$ cat src/crosspoint_route_loader_unit_macros.svh
// ----------------------------------------------------------------------------
// Crosspoint route loader assertion macros
// Shorthand for clocked checks that are disabled while reset is high.
// ----------------------------------------------------------------------------
`ifndef CROSSPOINT_ROUTE_LOADER_UNIT_MACROS_SVH
`define CROSSPOINT_ROUTE_LOADER_UNIT_MACROS_SVH

// The consequent must hold in the same cycle as the antecedent.
`define CRL_CHECK(label, ante, cons, msg) \
  label: assert property (@(posedge clk) disable iff (rst) (ante) |-> (cons)) \
    else $error(msg);

// The consequent must hold in the cycle after the antecedent.
`define CRL_CHECK_NEXT(label, ante, cons, msg) \
  label: assert property (@(posedge clk) disable iff (rst) (ante) |=> (cons)) \
    else $error(msg);

`endif

$ cat src/crl_pkg.sv
// ----------------------------------------------------------------------------
// Crosspoint route loader package
// Shared types, command codes and default geometry of the route loader.
// ----------------------------------------------------------------------------
package crl_pkg;

  // Default geometry: a 2 x 2 array of 16 x 16 switch chips.
  localparam int DEF_CHIP_SIDE      = 16;
  localparam int DEF_ACTIVE_SIDE    = 12;
  localparam int DEF_CHIPS_PER_SIDE = 2;
  localparam int DEF_QUEUE_DEPTH    = 2;

  // The route map is stored in bytes, in the order it is shifted out.
  localparam int BYTE_W = 8;

  // Action codes of an input transaction.
  localparam logic [2:0] ACT_ADD   = 3'd0;
  localparam logic [2:0] ACT_QUERY = 3'd1;
  localparam logic [2:0] ACT_CLEAR = 3'd2;
  localparam logic [2:0] ACT_FLUSH = 3'd3;
  localparam logic [2:0] ACT_TICK  = 3'd4;

  typedef enum logic [2:0] {
    OP_NOP,
    OP_ADD,
    OP_QUERY,
    OP_CLEAR,
    OP_FLUSH,
    OP_TICK
  } op_t;

  typedef struct packed {
    logic [2:0] action;
    logic [4:0] col_index;
    logic [4:0] row_index;
  } cmd_item_t;

  typedef struct packed {
    logic routed;
    logic busy_res;
    logic rejected;
    logic serial_clock;
    logic serial_data;
    logic latch_clock;
  } result_item_t;

  // Decoded command as it travels from the front end to the back end.
  typedef struct packed {
    op_t  op;
    logic on_grid;
  } cmd_ctl_t;

endpackage

$ cat src/crl_ram.sv
// ----------------------------------------------------------------------------
// Generic RAM
// One write port and one read port with registered read data.
// ----------------------------------------------------------------------------
module crl_ram #(
  parameter int WIDTH = 8,
  parameter int DEPTH = 16,
  localparam int AW = $clog2(DEPTH)
) (
  input  logic             clk,
  input  logic             we,
  input  logic [AW-1:0]    waddr,
  input  logic [WIDTH-1:0] wdata,
  input  logic [AW-1:0]    raddr,
  output logic [WIDTH-1:0] rdata
);

  logic [WIDTH-1:0] mem [DEPTH];

  always_ff @(posedge clk) begin
    if (we) begin
      mem[waddr] <= wdata;
    end
    rdata <= mem[raddr];
  end

endmodule

$ cat src/crl_fifo.sv
// ----------------------------------------------------------------------------
// Small register queue
// First-in first-out buffer of a few entries built from flip-flops.
// ----------------------------------------------------------------------------
module crl_fifo #(
  parameter int WIDTH = 8,
  parameter int DEPTH = 2
) (
  input  logic             clk,
  input  logic             rst,
  input  logic             push,
  input  logic [WIDTH-1:0] din,
  output logic             full,
  input  logic             pop,
  output logic [WIDTH-1:0] dout,
  output logic             empty
);

  localparam int PW    = (DEPTH > 1) ? $clog2(DEPTH) : 1;
  localparam int CNT_W = $clog2(DEPTH + 1);

  logic [WIDTH-1:0] slots [DEPTH];
  logic [PW-1:0]    wr_ptr;
  logic [PW-1:0]    rd_ptr;
  logic [CNT_W-1:0] count;
  logic             do_push;
  logic             do_pop;

  assign full    = (count == CNT_W'(DEPTH));
  assign empty   = (count == '0);
  assign do_push = push && !full;
  assign do_pop  = pop && !empty;
  assign dout    = slots[rd_ptr];

  always_ff @(posedge clk) begin
    if (do_push) begin
      slots[wr_ptr] <= din;
    end
  end

  always_ff @(posedge clk) begin
    if (rst) begin
      wr_ptr <= '0;
      rd_ptr <= '0;
      count  <= '0;
    end else begin
      if (do_push) begin
        wr_ptr <= (wr_ptr == PW'(DEPTH - 1)) ? '0 : PW'(wr_ptr + 1'b1);
      end
      if (do_pop) begin
        rd_ptr <= (rd_ptr == PW'(DEPTH - 1)) ? '0 : PW'(rd_ptr + 1'b1);
      end
      case ({do_push, do_pop})
        2'b10: count <= CNT_W'(count + 1'b1);
        2'b01: count <= CNT_W'(count - 1'b1);
        default: count <= count;
      endcase
    end
  end

endmodule

$ cat src/crl_front.sv
// ----------------------------------------------------------------------------
// Route loader front end
// Accepts transactions, decodes the action and maps the crosspoint to its
// bit position in the map, then queues the decoded command.
// ----------------------------------------------------------------------------
module crl_front #(
  parameter int CHIP_SIDE      = 16,
  parameter int CHIPS_PER_SIDE = 2,
  parameter int QUEUE_DEPTH    = 2,
  localparam int POS_W = $clog2(CHIP_SIDE * CHIP_SIDE * CHIPS_PER_SIDE * CHIPS_PER_SIDE)
) (
  input  logic                clk,
  input  logic                rst,
  input  logic                push,
  output logic                full,
  input  crl_pkg::cmd_item_t  cmd,
  input  logic                hold,
  output logic                q_valid,
  output crl_pkg::cmd_ctl_t   q_ctl,
  output logic [POS_W-1:0]    q_pos,
  input  logic                q_pop
);

  import crl_pkg::*;

  localparam int GRID_SIDE = CHIP_SIDE * CHIPS_PER_SIDE;
  localparam int CHIP_BITS = CHIP_SIDE * CHIP_SIDE;
  localparam int CW        = (CHIPS_PER_SIDE > 1) ? $clog2(CHIPS_PER_SIDE) : 1;
  localparam int LW        = $clog2(CHIP_SIDE);
  localparam int ENTRY_W   = $bits(cmd_ctl_t) + POS_W;

  cmd_ctl_t           ctl;
  logic [CW-1:0]      chip_x;
  logic [CW-1:0]      chip_y;
  logic [LW-1:0]      loc_col;
  logic [LW-1:0]      loc_row;
  logic [POS_W-1:0]   pos;
  logic               q_full;
  logic               q_empty;
  logic [ENTRY_W-1:0] q_data;

  always_comb begin
    case (cmd.action)
      ACT_ADD:   ctl.op = OP_ADD;
      ACT_QUERY: ctl.op = OP_QUERY;
      ACT_CLEAR: ctl.op = OP_CLEAR;
      ACT_FLUSH: ctl.op = OP_FLUSH;
      ACT_TICK:  ctl.op = OP_TICK;
      default:   ctl.op = OP_NOP;
    endcase
    ctl.on_grid = (int'(cmd.col_index) < GRID_SIDE) && (int'(cmd.row_index) < GRID_SIDE);
  end

  // Chip coordinates come from a few independent threshold compares.
  always_comb begin
    chip_x = '0;
    chip_y = '0;
    for (int k = 1; k < CHIPS_PER_SIDE; k++) begin
      if (int'(cmd.col_index) >= k * CHIP_SIDE) begin
        chip_x = CW'(k);
      end
      if (int'(cmd.row_index) >= k * CHIP_SIDE) begin
        chip_y = CW'(k);
      end
    end
  end

  assign loc_col = LW'(int'(cmd.col_index) - int'(chip_x) * CHIP_SIDE);
  assign loc_row = LW'(int'(cmd.row_index) - int'(chip_y) * CHIP_SIDE);
  assign pos     = POS_W'((int'(chip_y) * CHIPS_PER_SIDE + int'(chip_x)) * CHIP_BITS
                          + int'(loc_row) * CHIP_SIDE + int'(loc_col));

  assign full    = q_full || hold;
  assign q_valid = !q_empty;

  crl_fifo #(
    .WIDTH (ENTRY_W),
    .DEPTH (QUEUE_DEPTH)
  ) u_cmd_q (
    .clk   (clk),
    .rst   (rst),
    .push  (push && !hold),
    .din   ({ctl, pos}),
    .full  (q_full),
    .pop   (q_pop),
    .dout  (q_data),
    .empty (q_empty)
  );

  assign {q_ctl, q_pos} = q_data;

endmodule

$ cat src/crl_back.sv
// ----------------------------------------------------------------------------
// Route loader back end
// Executes decoded commands against the route map RAM, runs the clearing
// sweeps and the serial flush sequencer, and produces one result per command.
// ----------------------------------------------------------------------------
module crl_back #(
  parameter int CHIP_SIDE      = 16,
  parameter int ACTIVE_SIDE    = 12,
  parameter int CHIPS_PER_SIDE = 2,
  localparam int POS_W = $clog2(CHIP_SIDE * CHIP_SIDE * CHIPS_PER_SIDE * CHIPS_PER_SIDE)
) (
  input  logic                  clk,
  input  logic                  rst,
  input  logic                  cfg_write,
  input  logic                  cfg_data,
  input  logic                  cmd_valid,
  input  crl_pkg::cmd_ctl_t     cmd_ctl,
  input  logic [POS_W-1:0]      cmd_pos,
  output logic                  cmd_pop,
  input  logic                  res_full,
  output logic                  res_push,
  output crl_pkg::result_item_t res_data,
  output logic                  sweeping
);

  import crl_pkg::*;

  localparam int TOTAL_BITS = CHIP_SIDE * CHIP_SIDE * CHIPS_PER_SIDE * CHIPS_PER_SIDE;
  localparam int N_BYTES    = (TOTAL_BITS + BYTE_W - 1) / BYTE_W;
  localparam int AW         = POS_W - 3;
  localparam int LW         = $clog2(CHIP_SIDE);

  typedef enum logic [3:0] {
    BK_CLEAR  = 4'b0001,
    BK_RUN    = 4'b0010,
    BK_ACCESS = 4'b0100,
    BK_MASK   = 4'b1000
  } back_state_t;

  typedef enum logic [5:0] {
    PH_IDLE   = 6'b000001,
    PH_PRESET = 6'b000010,
    PH_ZEROS  = 6'b000100,
    PH_LATCH1 = 6'b001000,
    PH_DATA   = 6'b010000,
    PH_LATCH2 = 6'b100000
  } flush_phase_t;

  back_state_t  state, state_next;
  flush_phase_t phase, phase_next, st_phase;
  logic [POS_W-1:0] bit_count, bit_count_next, st_bit_count;
  logic [1:0]   write_step, write_step_next, st_write_step;
  logic         sclk, sclk_next, st_sclk;
  logic         sdata, sdata_next, st_sdata;
  logic         latch, latch_next, st_latch;
  logic         link_enabled;
  logic         count_done;
  logic         busy;

  logic [AW-1:0] sweep_addr, sweep_addr_next;
  logic [AW-1:0] wr_addr;
  logic          rd_done, rd_done_next;
  logic          wr_pending, wr_pending_next;
  logic [LW-1:0] base_row, base_col, base_row_step, base_col_step;
  logic [BYTE_W-1:0] keep_mask;

  logic          start_access;
  logic          pend_add;
  logic [2:0]    pend_bit;
  logic [AW-1:0] pend_addr;

  logic              ram_we;
  logic [AW-1:0]     ram_waddr;
  logic [BYTE_W-1:0] ram_wdata;
  logic [AW-1:0]     ram_raddr;
  logic [BYTE_W-1:0] ram_rdata;

  logic routed;
  logic rejected;

  assign busy       = (phase != PH_IDLE);
  assign count_done = (bit_count == POS_W'(TOTAL_BITS - 1));
  assign sweeping   = (state == BK_CLEAR);

  // One write of the serial pin sequence.
  always_comb begin
    st_phase      = phase;
    st_bit_count  = bit_count;
    st_write_step = write_step;
    st_sclk       = sclk;
    st_sdata      = sdata;
    st_latch      = latch;
    case (phase)
      PH_PRESET: begin
        st_sdata      = 1'b0;
        st_phase      = PH_ZEROS;
        st_write_step = 2'd0;
        st_bit_count  = '0;
      end
      PH_ZEROS: begin
        st_sclk = (write_step < 2'd2);
        if (write_step == 2'd3) begin
          st_write_step = 2'd0;
          if (count_done) begin
            st_bit_count = '0;
            st_phase     = PH_LATCH1;
          end else begin
            st_bit_count = POS_W'(bit_count + 1'b1);
          end
        end else begin
          st_write_step = 2'(write_step + 1'b1);
        end
      end
      PH_LATCH1, PH_LATCH2: begin
        if (write_step == 2'd0) begin
          st_latch      = 1'b0;
          st_write_step = 2'd1;
        end else begin
          st_latch      = 1'b1;
          st_write_step = 2'd0;
          st_bit_count  = '0;
          st_phase      = (phase == PH_LATCH1) ? PH_DATA : PH_IDLE;
        end
      end
      PH_DATA: begin
        if (write_step == 2'd0) begin
          // Each byte goes out with its highest bit first.
          st_sdata      = ram_rdata[~bit_count[2:0]];
          st_write_step = 2'd1;
        end else if (write_step < 2'd3) begin
          st_sclk       = 1'b1;
          st_write_step = 2'(write_step + 1'b1);
        end else begin
          st_sclk       = 1'b0;
          st_write_step = 2'd0;
          if (count_done) begin
            st_bit_count = '0;
            st_phase     = PH_LATCH2;
          end else begin
            st_bit_count = POS_W'(bit_count + 1'b1);
          end
        end
      end
      default: st_phase = PH_IDLE;
    endcase
  end

  // Walks the eight map positions of one byte, marking those whose local row
  // and column both lie below the active side, and finds the next byte base.
  always_comb begin
    logic [LW-1:0] r;
    logic [LW-1:0] c;
    r = base_row;
    c = base_col;
    for (int j = 0; j < BYTE_W; j++) begin
      keep_mask[j] = (int'(r) < ACTIVE_SIDE) && (int'(c) < ACTIVE_SIDE);
      if (c == LW'(CHIP_SIDE - 1)) begin
        c = '0;
        r = (r == LW'(CHIP_SIDE - 1)) ? '0 : LW'(r + 1'b1);
      end else begin
        c = LW'(c + 1'b1);
      end
    end
    base_row_step = r;
    base_col_step = c;
  end

  always_comb begin
    state_next      = state;
    phase_next      = phase;
    bit_count_next  = bit_count;
    write_step_next = write_step;
    sclk_next       = sclk;
    sdata_next      = sdata;
    latch_next      = latch;
    sweep_addr_next = sweep_addr;
    rd_done_next    = rd_done;
    wr_pending_next = 1'b0;
    start_access    = 1'b0;
    cmd_pop         = 1'b0;
    res_push        = 1'b0;
    routed          = 1'b0;
    rejected        = 1'b0;
    ram_we          = 1'b0;
    ram_waddr       = pend_addr;
    ram_wdata       = '0;
    case (state)
      BK_CLEAR: begin
        ram_we    = 1'b1;
        ram_waddr = sweep_addr;
        if (sweep_addr == AW'(N_BYTES - 1)) begin
          sweep_addr_next = '0;
          state_next      = BK_RUN;
        end else begin
          sweep_addr_next = AW'(sweep_addr + 1'b1);
        end
      end
      BK_MASK: begin
        // Read one byte per cycle, write it back masked in the cycle after.
        if (!rd_done) begin
          wr_pending_next = 1'b1;
          if (sweep_addr == AW'(N_BYTES - 1)) begin
            rd_done_next = 1'b1;
          end else begin
            sweep_addr_next = AW'(sweep_addr + 1'b1);
          end
        end
        if (wr_pending) begin
          ram_we    = 1'b1;
          ram_waddr = wr_addr;
          ram_wdata = ram_rdata & keep_mask;
          if (wr_addr == AW'(N_BYTES - 1)) begin
            state_next = BK_RUN;
          end
        end
      end
      BK_ACCESS: begin
        res_push = 1'b1;
        if (pend_add) begin
          ram_we    = 1'b1;
          ram_wdata = ram_rdata | (BYTE_W'(1) << pend_bit);
        end else begin
          routed = ram_rdata[pend_bit];
        end
        state_next = BK_RUN;
      end
      BK_RUN: begin
        if (cmd_valid && !res_full) begin
          cmd_pop  = 1'b1;
          res_push = 1'b1;
          case (cmd_ctl.op)
            OP_TICK: begin
              if (busy) begin
                phase_next      = st_phase;
                bit_count_next  = st_bit_count;
                write_step_next = st_write_step;
                sclk_next       = st_sclk;
                sdata_next      = st_sdata;
                latch_next      = st_latch;
              end
            end
            OP_ADD, OP_QUERY: begin
              if (busy) begin
                rejected = 1'b1;
              end else if (cmd_ctl.on_grid) begin
                res_push     = 1'b0;
                start_access = 1'b1;
                state_next   = BK_ACCESS;
              end
            end
            OP_CLEAR: begin
              if (busy) begin
                rejected = 1'b1;
              end else begin
                sweep_addr_next = '0;
                state_next      = BK_CLEAR;
              end
            end
            OP_FLUSH: begin
              if (busy || !link_enabled) begin
                rejected = 1'b1;
              end else begin
                phase_next      = PH_PRESET;
                bit_count_next  = '0;
                write_step_next = 2'd0;
                sweep_addr_next = '0;
                rd_done_next    = 1'b0;
                state_next      = BK_MASK;
              end
            end
            default: ;
          endcase
        end
      end
      default: state_next = BK_RUN;
    endcase
  end

  // During a flush the port follows the byte of the next bit, so the byte is
  // already registered when its first data write comes.
  always_comb begin
    if (state == BK_MASK) begin
      ram_raddr = sweep_addr;
    end else if (busy) begin
      ram_raddr = bit_count_next[POS_W-1:3];
    end else begin
      ram_raddr = cmd_pos[POS_W-1:3];
    end
  end

  assign res_data = '{
    routed:       routed,
    busy_res:     (phase_next != PH_IDLE),
    rejected:     rejected,
    serial_clock: sclk_next,
    serial_data:  sdata_next,
    latch_clock:  latch_next
  };

  always_ff @(posedge clk) begin
    if (rst) begin
      state        <= BK_CLEAR;
      phase        <= PH_IDLE;
      bit_count    <= '0;
      write_step   <= 2'd0;
      sclk         <= 1'b0;
      sdata        <= 1'b0;
      latch        <= 1'b1;
      link_enabled <= 1'b0;
      sweep_addr   <= '0;
      rd_done      <= 1'b0;
      wr_pending   <= 1'b0;
    end else begin
      state      <= state_next;
      phase      <= phase_next;
      bit_count  <= bit_count_next;
      write_step <= write_step_next;
      sclk       <= sclk_next;
      sdata      <= sdata_next;
      latch      <= latch_next;
      sweep_addr <= sweep_addr_next;
      rd_done    <= rd_done_next;
      wr_pending <= wr_pending_next;
      if (cfg_write) begin
        link_enabled <= cfg_data;
      end
    end
  end

  always_ff @(posedge clk) begin
    wr_addr <= sweep_addr;
    if (state != BK_MASK) begin
      base_row <= '0;
      base_col <= '0;
    end else if (wr_pending) begin
      base_row <= base_row_step;
      base_col <= base_col_step;
    end
    if (start_access) begin
      pend_add  <= (cmd_ctl.op == OP_ADD);
      pend_bit  <= cmd_pos[2:0];
      pend_addr <= cmd_pos[POS_W-1:3];
    end
  end

  crl_ram #(
    .WIDTH (BYTE_W),
    .DEPTH (N_BYTES)
  ) u_map_ram (
    .clk   (clk),
    .we    (ram_we),
    .waddr (ram_waddr),
    .wdata (ram_wdata),
    .raddr (ram_raddr),
    .rdata (ram_rdata)
  );

endmodule

$ cat src/crosspoint_route_loader_unit.sv
// ----------------------------------------------------------------------------
// Crosspoint route loader
// Keeps the route map of a square array of crosspoint switch chips and
// drives their serial load pins one write per tick during a flush.
// ----------------------------------------------------------------------------
//
//   Channel   Handshake          Payload
//   -------   ----------------   -----------------------------------------
//   command   push / full        cmd    (action, col_index, row_index)
//   result    pop / empty        result (routed, busy_res, rejected, pins)
//   config    cfg_write          cfg_data (link enable)
//
// A tick, a rejected or idle command and an off-grid add or query finish in
// BK_RUN in the back end; an add or query on the grid goes on to BK_ACCESS,
// as the read of the map RAM is registered. A clear-all and a flush start
// each sweep all ceil(TOTAL_BITS / 8) bytes of the map RAM (128 by default),
// one byte per cycle. After reset the same clearing pass runs while
// full stays high; configuration writes are taken throughout. A two-entry
// queue on each side lets the front end accept while the back end or the
// result consumer stalls.
//
`include "crosspoint_route_loader_unit_macros.svh"

module crosspoint_route_loader_unit #(
  parameter int CHIP_SIDE      = crl_pkg::DEF_CHIP_SIDE,
  parameter int ACTIVE_SIDE    = crl_pkg::DEF_ACTIVE_SIDE,
  parameter int CHIPS_PER_SIDE = crl_pkg::DEF_CHIPS_PER_SIDE,
  parameter int QUEUE_DEPTH    = crl_pkg::DEF_QUEUE_DEPTH
) (
  input  logic                  clk,
  input  logic                  rst,
  input  logic                  push,
  output logic                  full,
  input  crl_pkg::cmd_item_t    cmd,
  output logic                  empty,
  input  logic                  pop,
  output crl_pkg::result_item_t result,
  input  logic                  cfg_write,
  input  logic                  cfg_data
);

  import crl_pkg::*;

  localparam int POS_W = $clog2(CHIP_SIDE * CHIP_SIDE * CHIPS_PER_SIDE * CHIPS_PER_SIDE);

  logic             cmd_valid;
  cmd_ctl_t         cmd_ctl;
  logic [POS_W-1:0] cmd_pos;
  logic             cmd_pop;
  logic             res_push;
  logic             res_full;
  result_item_t     res_data;
  logic             sweeping;

  crl_front #(
    .CHIP_SIDE      (CHIP_SIDE),
    .CHIPS_PER_SIDE (CHIPS_PER_SIDE),
    .QUEUE_DEPTH    (QUEUE_DEPTH)
  ) u_front (
    .clk     (clk),
    .rst     (rst),
    .push    (push),
    .full    (full),
    .cmd     (cmd),
    .hold    (sweeping),
    .q_valid (cmd_valid),
    .q_ctl   (cmd_ctl),
    .q_pos   (cmd_pos),
    .q_pop   (cmd_pop)
  );

  crl_back #(
    .CHIP_SIDE      (CHIP_SIDE),
    .ACTIVE_SIDE    (ACTIVE_SIDE),
    .CHIPS_PER_SIDE (CHIPS_PER_SIDE)
  ) u_back (
    .clk       (clk),
    .rst       (rst),
    .cfg_write (cfg_write),
    .cfg_data  (cfg_data),
    .cmd_valid (cmd_valid),
    .cmd_ctl   (cmd_ctl),
    .cmd_pos   (cmd_pos),
    .cmd_pop   (cmd_pop),
    .res_full  (res_full),
    .res_push  (res_push),
    .res_data  (res_data),
    .sweeping  (sweeping)
  );

  crl_fifo #(
    .WIDTH ($bits(result_item_t)),
    .DEPTH (QUEUE_DEPTH)
  ) u_result_q (
    .clk   (clk),
    .rst   (rst),
    .push  (res_push),
    .din   (res_data),
    .full  (res_full),
    .pop   (pop),
    .dout  (result),
    .empty (empty)
  );

  `CRL_CHECK(a_res_no_overflow, res_push, !res_full, "result pushed into a full result queue")
  `CRL_CHECK_NEXT(a_cmd_queued, push && !full, cmd_valid, "accepted transaction not queued")
  `CRL_CHECK(a_idle_latch_high, res_push && !res_data.busy_res, res_data.latch_clock, "latch low while idle")
  `CRL_CHECK(a_sweep_blocks_input, sweeping, full, "transaction taken during the clearing pass")

endmodule

$ cat config.mk
export PLATFORM = sky130hd
export DESIGN_NAME = crosspoint_route_loader_unit
export DESIGN_NICKNAME = d
export VERILOG_FILES = /design/src/crl_pkg.sv /design/src/crl_ram.sv /design/src/crl_fifo.sv /design/src/crl_front.sv /design/src/crl_back.sv /design/src/crosspoint_route_loader_unit.sv
export VERILOG_INCLUDE_DIRS = /design/src /design/src/src
export SDC_FILE = /design/constraint.sdc
export NUM_CORES = 2
export LEC_CHECK = 0
export BUFFER_PORTS_ARGS = -buffer_cell sky130_fd_sc_hd__buf_4
export CAP_MARGIN = 20
export CORE_MARGIN = 10
export CORE_UTILIZATION = 35
export DETAILED_ROUTE_END_ITERATION = 12
export GPL_ROUTABILITY_DRIVEN = 0
export GPL_TIMING_DRIVEN = 0
export PLACE_DENSITY = 0.52
export SKIP_CTS_REPAIR_TIMING = 1
export SLEW_MARGIN = 20
export SYNTH_ARGS = -nofsm -noshare
export SYNTH_HDL_FRONTEND = slang
export SYNTH_SLANG_ARGS = --single-unit
$ cat constraint.sdc
create_clock -name clk -period 21.5 [get_ports clk]
set_input_delay 1.075 -clock clk [delete_from_list [all_inputs] [get_ports clk]]
set_output_delay 1.075 -clock clk [all_outputs]
set_load 0.05 [all_outputs]
-- After elaboration in Yosys (flattened, before gate mapping)
Memory sizes are Yosys's and may differ from the RTL's. A register that Yosys moved wholly into a read port is not among the register bits.
Index checks and enable logic that the tools add are counted.
Widths: inputs -> output; s select.
- flip-flop bits (word level): 69
- bits in writable memories: 1062
- input bits: 19
- output and inout bits: 8
- word-level logic and storage cells: 346
- memories kept: 3
- $add $sub $neg: 32
- $lt $le $gt $ge: 22
- eq/ne operators: 68
- shift-type cells: 1
- mux-type cells: 152
- bitwise gates (word level): 4
- reductions and logical operators: 40
- memories (memory ; words ; width ; rd ports ; clocked after memory_dff ; wr ports ; line ; RTL):
    u_back.u_map_ram.mem ; 128 ; 8 ; 1 ; 1 ; 1 ; crl_ram.sv:18 ; logic [WIDTH-1:0] mem [DEPTH];
    u_front.u_cmd_q.slots ; 2 ; 13 ; 1 ; 1 ; 1 ; crl_fifo.sv:22 ; logic [WIDTH-1:0] slots [DEPTH];
    u_result_q.slots ; 2 ; 6 ; 1 ; 1 ; 1 ; crl_fifo.sv:22 ;
- operator list (operator ; number):
    $mux 4 ; 32
    $mux 10 ; 9
    $eq 4x4->1 const B ; 17
    $add 4x1->4 const B ; 16
    $lt 4x4->1 const B ; 16
    $mux 7 ; 9
    $mux 1 ; 61
    $mux 6 ; 10
    $pmux 10 s4 ; 1
    $pmux 7 s2 ; 2
    $pmux 4 s3 ; 2
    $pmux 6 s4 ; 1
    $ne 3x3->1 const B ; 7
    $pmux 7 s3 ; 1
    $pmux 10 s2 ; 1
    $mux 8 ; 2
    $pmux 8 s2 ; 1
    $pmux 3 s5 ; 1
    $eq 7x7->1 const B ; 2
    $logic_and 1x1->1 ; 14
    $eq 3x2->1 const B ; 4
    $ne 2x1->1 const B ; 6
    $ne 6x1->1 const B ; 2
    $pmux 2 s2 ; 3
    55 further kinds ; 99

-- Depth between registers and ports, before layout
- depth in word-level cells: 26
- depth in mapped cells: 36
- mapped depth without buffers: 34

-- Cells and area by module
A second synthesis with hierarchy kept.
- cells, all modules: 2438
- area, all modules: 46915.0 sq um
- by module, submodules not included (module ; instances ; cells each ; area each (sq um) ; seq. area each (sq um)):
    crl_ram ; 1 ; 1635 ; 39663.0 ; 30909.6
    crl_back ; 1 ; 677 ; 5307.6 ; 1331.3
    crl_fifo at u_front.u_cmd_q ; 1 ; 69 ; 1227.4 ; 940.9
    crl_fifo at u_result_q ; 1 ; 45 ; 655.6 ; 460.4
    crl_front ; 1 ; 12 ; 61.3 ; 0.0

-- Least setup slack after synthesis
Ideal clock, no wire load.
- kind: register to register
- start: reg u_back.base_col[1]
- end: mem u_back.u_map_ram.mem[0][7] (data pin)
- setup time: 1.225 ns
- arrival: 10.750 ns
- required time: 20.275 ns
- slack: 9.526 ns
- cell stages (with the launch flop): 33
- buffers on the path: 3
- period minus slack after synthesis: 11.974 ns
- path through: dfxtp_1 > ha_1 > buf_4 > buf_2 > nand3b_1 > o21ai_1 > ha_1 > nor2b_1 > nand4_1 > o21ai_2 > xor2_1 > a211oi_1 > o41ai_1 > ha_1 > clkbuf_1 > nand2_1 > o21ai_0 > nand2_1 > ha_1 > and3_1 > nand2_1 > nor2_1 > nor3_1 > ha_1 > nand2_1 > nor3_1 > o21ai_0 > ha_1 > inv_1 > nor2_1 > nand2_1 > a21oi_1 > o31ai_1
- longest elaborated chain between the ends: 25
- elaborated cells on any way between the ends: 52
- classes of those cells: 13 x add/sub; 2 x order compare; 13 x eq/ne; 22 x mux; 1 x bitwise; 1 x reduce/logical
- ends and longest elaborated chain (what ; line ; RTL):
    start: declaration ; crl_back.sv:64 ; logic [LW-1:0] base_row, base_col, base_row_step, base_col_step;
    start signal: assignment ; crl_back.sv:337 ; base_col <= base_col_step;
    $eq 4x4->1 ; crl_back.sv:157 ; if (c == LW'(CHIP_SIDE - 1)) begin
    $mux 4 ; crl_back.sv:157 ;
    $add 4x1->4 / $eq 4x4->1 (equally long branches) ; crl_back.sv:159 ; r = (r == LW'(CHIP_SIDE - 1)) ? '0 : LW'(r + 1'b1);
    $mux 4 ; crl_back.sv:159 ;
    $mux 4 ; crl_back.sv:157 ;
    $add 4x1->4 / $eq 4x4->1 (equally long branches) ; crl_back.sv:159 ;
    $mux 4 ; crl_back.sv:159 ;
    $mux 4 ; crl_back.sv:157 ;
    (+10 left out) ; -- ;
    $mux 4 ; crl_back.sv:159 ;
    $mux 4 ; crl_back.sv:157 ;
    $lt 4x4->1 ; crl_back.sv:156 ; keep_mask[j] = (int'(r) < ACTIVE_SIDE) && (int'(c) < ACTIVE_SIDE);
    $logic_and 1x1->1 (*) ; crl_back.sv:156 ;
    $and 8x8->8 (*) ; crl_back.sv:211 ; ram_wdata = ram_rdata & keep_mask;
    $mux 8 (*) ; crl_back.sv:208 ; if (wr_pending) begin
    $pmux 8 s2 (*) ; crl_back.sv:187 ; case (state)
    net u_back.ram_wdata[7] ; crl_back.sv:74 ; logic [BYTE_W-1:0] ram_wdata;
    end: declaration ; crl_ram.sv:18 ;
Mark *: on every way through the listed nets, which the timed path passes. The rest lies on a longest branch.

-- Worst setup path in the final report
- start: reg u_back.base_col[2]
- end: mem u_back.u_map_ram.mem[56][7] (data pin)
Same word-level chain as after synthesis.

==> results.sh <==
export IMPL_grt_max_degree=28
export IMPL_cpMostUsedCell="ha_1"
export IMPL_num_antenna_cells=0
export IMPL_max_vdd_ir_drop_uv=62.7
export IMPL_netlist_instances=3941
export IMPL_drtPass1Iterations=6
export IMPL_avgSynthCellArea_um2=12.3
export IMPL_yosysSeqAreaShare_pct=69.0
export IMPL_wl_per_cell_um=27.3
export IMPL_slowest_delay_ns=0.64
export IMPL_dp_slack_ns=13.13
export IMPL_drtAntennaViolNets=0
export IMPL_clkSinkCount=1141
export IMPL_wl_um=164000
export IMPL_htreeDepth=3
export IMPL_dieArea_mm2=0.154
export IMPL_rows=136
export IMPL_grt_antenna_before_repair=6
export IMPL_syn_nets=3981
export IMPL_setup_tns_final_ns=0
export IMPL_io_buffer_count=23
export IMPL_ys_ff_latch=1141
export IMPL_worstSetupPathType="reg -> reg"
export IMPL_slew_violations=0
export IMPL_max_clock_path_buffers=3
export IMPL_worst_slack_ns=12.96
export IMPL_p_sw_uw=1210
export IMPL_cts_root_buf="clkbuf_16"
export IMPL_fin_nets=4179
export IMPL_p_leak_uw=0.0186
export IMPL_numCtsBuffers=117
export IMPL_slew_headroom_pct=21.2
export IMPL_dieWidth_um=393
export IMPL_routed_via_density=5.65
export IMPL_synth_edf_count=1073
export IMPL_yosysWarnings=0
export IMPL_drive_gt1_share_pct=10.2
export IMPL_cts_tree="done"
export IMPL_grt_pass1_wl_um=232000
export IMPL_crit_required_ns=22.07
export IMPL_tightest_slew_ns=1.17
export IMPL_clk_pin_slew_ns=0.06
export IMPL_finalSetupViolations=0
export IMPL_whs_ns=0.353
export IMPL_cap_violations=0
export IMPL_fmax_mhz=117
export IMPL_power_density_mw_per_mm2=86.9
export IMPL_clk_latency_ns=0.74
export IMPL_p_int_uw=3670
export IMPL_p_seq_share_pct=50.1
export IMPL_coreArea_mm2=0.138
export IMPL_comb_power_share_pct=8.7
export IMPL_fin_crit_sh_pct=39.7
export IMPL_synth_cell_types=98
export IMPL_grt_pass1_vias=32000
export IMPL_io_pin_count=27
export IMPL_fin_skew_ns=0.0234
export IMPL_hold_viol=0
export IMPL_cp_end_kind="flip-flop"
export IMPL_synth_main_ff_cell="edfxtp_1"
export IMPL_path_max_fanout=16
export IMPL_dr_total_vias=34100
export IMPL_track_usage_pct=20.7
export IMPL_place_hpwl_um=118000
export IMPL_arrival_ns=9.11
export IMPL_switching_share_pct=24.8
export IMPL_total_power_uw=4880
export IMPL_fin_crit_ns=8.54
export IMPL_critPathLaunchType="flip-flop"
export IMPL_rsz0062_at_grt="false"
export IMPL_dieHeight_um=393
export IMPL_status="complete, no violations"
export IMPL_async_flop_share_pct=0
export IMPL_hold_path_class="reg -> reg"
export IMPL_drtIter0Drc=4143
export IMPL_synth_area_mm2=0.0487
export IMPL_overflow=0
export IMPL_crit_slowest_cell="o31ai_4"
export IMPL_drc=0
export IMPL_initial_core_util_pct=35.3
export IMPL_area_delta_synth_final_pct=15.4
export IMPL_clkPwrFrac_pct=41.3
## sequential cells by signal, summed over array words and instances (netlist names), 2 cells and up, named ones only
| signal | cells |
|---|---|
| u_front.u_cmd_q.count | 2 |
| u_back.pend_addr | 7 |
| u_back.base_col | 4 |
| u_result_q.count | 2 |
| u_back.sweep_addr | 7 |
| u_front.u_cmd_q.slots | 26 |
| u_back.wr_addr | 7 |
| u_back.write_step | 2 |
| u_back.state | 4 |
| u_back.u_map_ram.mem | 1024 |
| u_result_q.slots | 12 |
| u_back.bit_count | 10 |
| u_back.pend_bit | 3 |
| u_back.base_row | 4 |
| u_back.phase | 6 |
| u_back.u_map_ram.rdata | 8 |
## stage by stage
step           area, µm²  std cells  util (%)
2_1_floorplan      48700       3941         -
3_3_place_gp       51100       5758      37.1
3_5_place_dp       52400       5811      38.0
4_1_cts            56100       6027      40.7
5_1_grt            56100       6030      40.7
6_report           56100       6030      40.7
## power groups by stage
stage / combinational [µW] / clock, µW / sequential [µW]
after CTS: 409 / 2030 / 2440
after global placement: 404 / 0 / 2490
final: 423 / 2010 / 2440
after detailed placement: 408 / 0 / 2490
after floorplan: 226 / 0 / 2490
after global routing: 440 / 2110 / 2450
## cells by family after synthesis
group / Yosys count / share of synthesized area (%)
flops: 1141 / 69.0
xor+xnor: 39 / 0.831
simple gates: 1765 / 16.1
mux: 107 / 2.37
fa+ha+maj: 21 / 0.540
compound gates: 583 / 8.51
buf+inv: 285 / 2.60
## critical path: cells and delay by family, from the launching register on
kind | cells | cell delay (ns)
AOI/OAI and AO/OA | 8 | 2.47
xor gates and xnor gates | 1 | 0.58
adders and majority gates | 6 | 1.52
buffers and inverters | 7 | 1.47
DFF | 1 | 0.57
and+or+nand+nor | 13 | 1.76
## area by class of cell
class | instances | area (µm²)
sequential | 1141 | 33600
clock inverter | 68 | 633
clock buffer | 148 | 3070
fill | 13000 | 81700
multi-input combinational | 2515 | 13900
inverter | 31 | 116
buffer | 254 | 1160
timing repair buffer | 79 | 1410
tap | 1794 | 2240
## worst paths after layout
path,start,endpoint,slack [ns],depth (start not counted)
worst max register to register,u_back.base_col[2],u_back.u_map_ram.mem[56][7],12.96,35
worst min register to register,u_back.sweep_addr[2],u_back.wr_addr[2],0.35,0
worst min-delay path,u_back.sweep_addr[2],u_back.wr_addr[2],0.35,0
worst max-delay path,u_back.base_col[2],u_back.u_map_ram.mem[56][7],12.96,35
## Yosys cell counts (all sizes together) (6+ instances only)
| cell type | count | area share (%) |
|---|---|---|
| inv | 31 | 0.24 |
| o31ai | 15 | 0.24 |
| or4 | 7 | 0.12 |
| or2 | 14 | 0.18 |
| nor4 | 12 | 0.15 |
| edfxtp | 1073 | 66 |
| a22oi | 11 | 0.20 |
| o21ai | 51 | 0.54 |
| a311oi | 97 | 1.7 |
| and3 | 145 | 1.9 |
| ha | 21 | 0.54 |
| nor3 | 76 | 0.82 |
| a32oi | 6 | 0.12 |
| a211oi | 21 | 0.32 |
| o32a | 7 | 0.14 |
| o21a | 7 | 0.11 |
| nand4 | 17 | 0.22 |
| nor2b | 18 | 0.23 |
| and2 | 21 | 0.27 |
| o211ai | 7 | 0.11 |
| dfxtp | 68 | 2.8 |
| nand3b | 8 | 0.12 |
| mux2i | 78 | 1.6 |
| nor2 | 224 | 1.7 |
| nand2 | 976 | 7.5 |
| a21oi | 136 | 1.4 |
| clkbuf | 125 | 0.96 |
| or3 | 13 | 0.18 |
| o221ai | 22 | 0.40 |
| o22ai | 53 | 0.68 |
| a211o | 10 | 0.18 |
| a221oi | 19 | 0.35 |
| nand3 | 194 | 2.0 |
| buf | 129 | 1.4 |
| nand2b | 16 | 0.23 |
| xnor2 | 24 | 0.43 |
| nor4b | 7 | 0.13 |
| mux2 | 25 | 0.58 |
| xor2 | 11 | 0.21 |
| a2111oi | 12 | 0.27 |
| a31oi | 76 | 0.99 |
## layout by cell type, fill, tap and decap left out, types with 12 or more instances in the layout
cell / Yosys / layout
edfxtp_1: 1073 / 1073
clkbuf_1: 125 / 150
clkbuf_16: 0 / 118
a211oi_1: 21 / 21
nor3_1: 74 / 73
a221oi_1: 18 / 18
nor4_1: 12 / 12
buf_2: 80 / 80
clkinv_2: 0 / 17
mux2_2: 25 / 25
o21ai_0: 39 / 36
a311oi_1: 97 / 97
nor2_1: 223 / 218
xnor2_1: 24 / 24
ha_1: 21 / 21
buf_16: 0 / 34
nand4_1: 17 / 17
clkinv_1: 0 / 27
nand2b_1: 14 / 14
o31ai_1: 14 / 13
and2_1: 21 / 21
buf_4: 4 / 29
nand2_1: 974 / 974
o22ai_1: 53 / 52
buf_6: 11 / 18
nand3_1: 193 / 193
or3_1: 12 / 12
dfxtp_1: 68 / 68
o221ai_1: 22 / 22
a31oi_1: 75 / 75
mux2i_1: 78 / 77
buf_1: 34 / 34
a21oi_1: 134 / 132
nor2b_1: 18 / 18
and3_1: 144 / 144
inv_1: 31 / 31
or2_2: 13 / 13
## per-layer routing
metal / GRT usage, % / wire length, µm / vias up
met5: 0 / 24 / -
met4: 7.96 / 6670 / 4
met3: 4.30 / 14200 / 336
met2: 32.6 / 74600 / 1589
met1: 28.0 / 68800 / 17100
li1: - / - / 15100
Power figures use the tool's default switching activity.
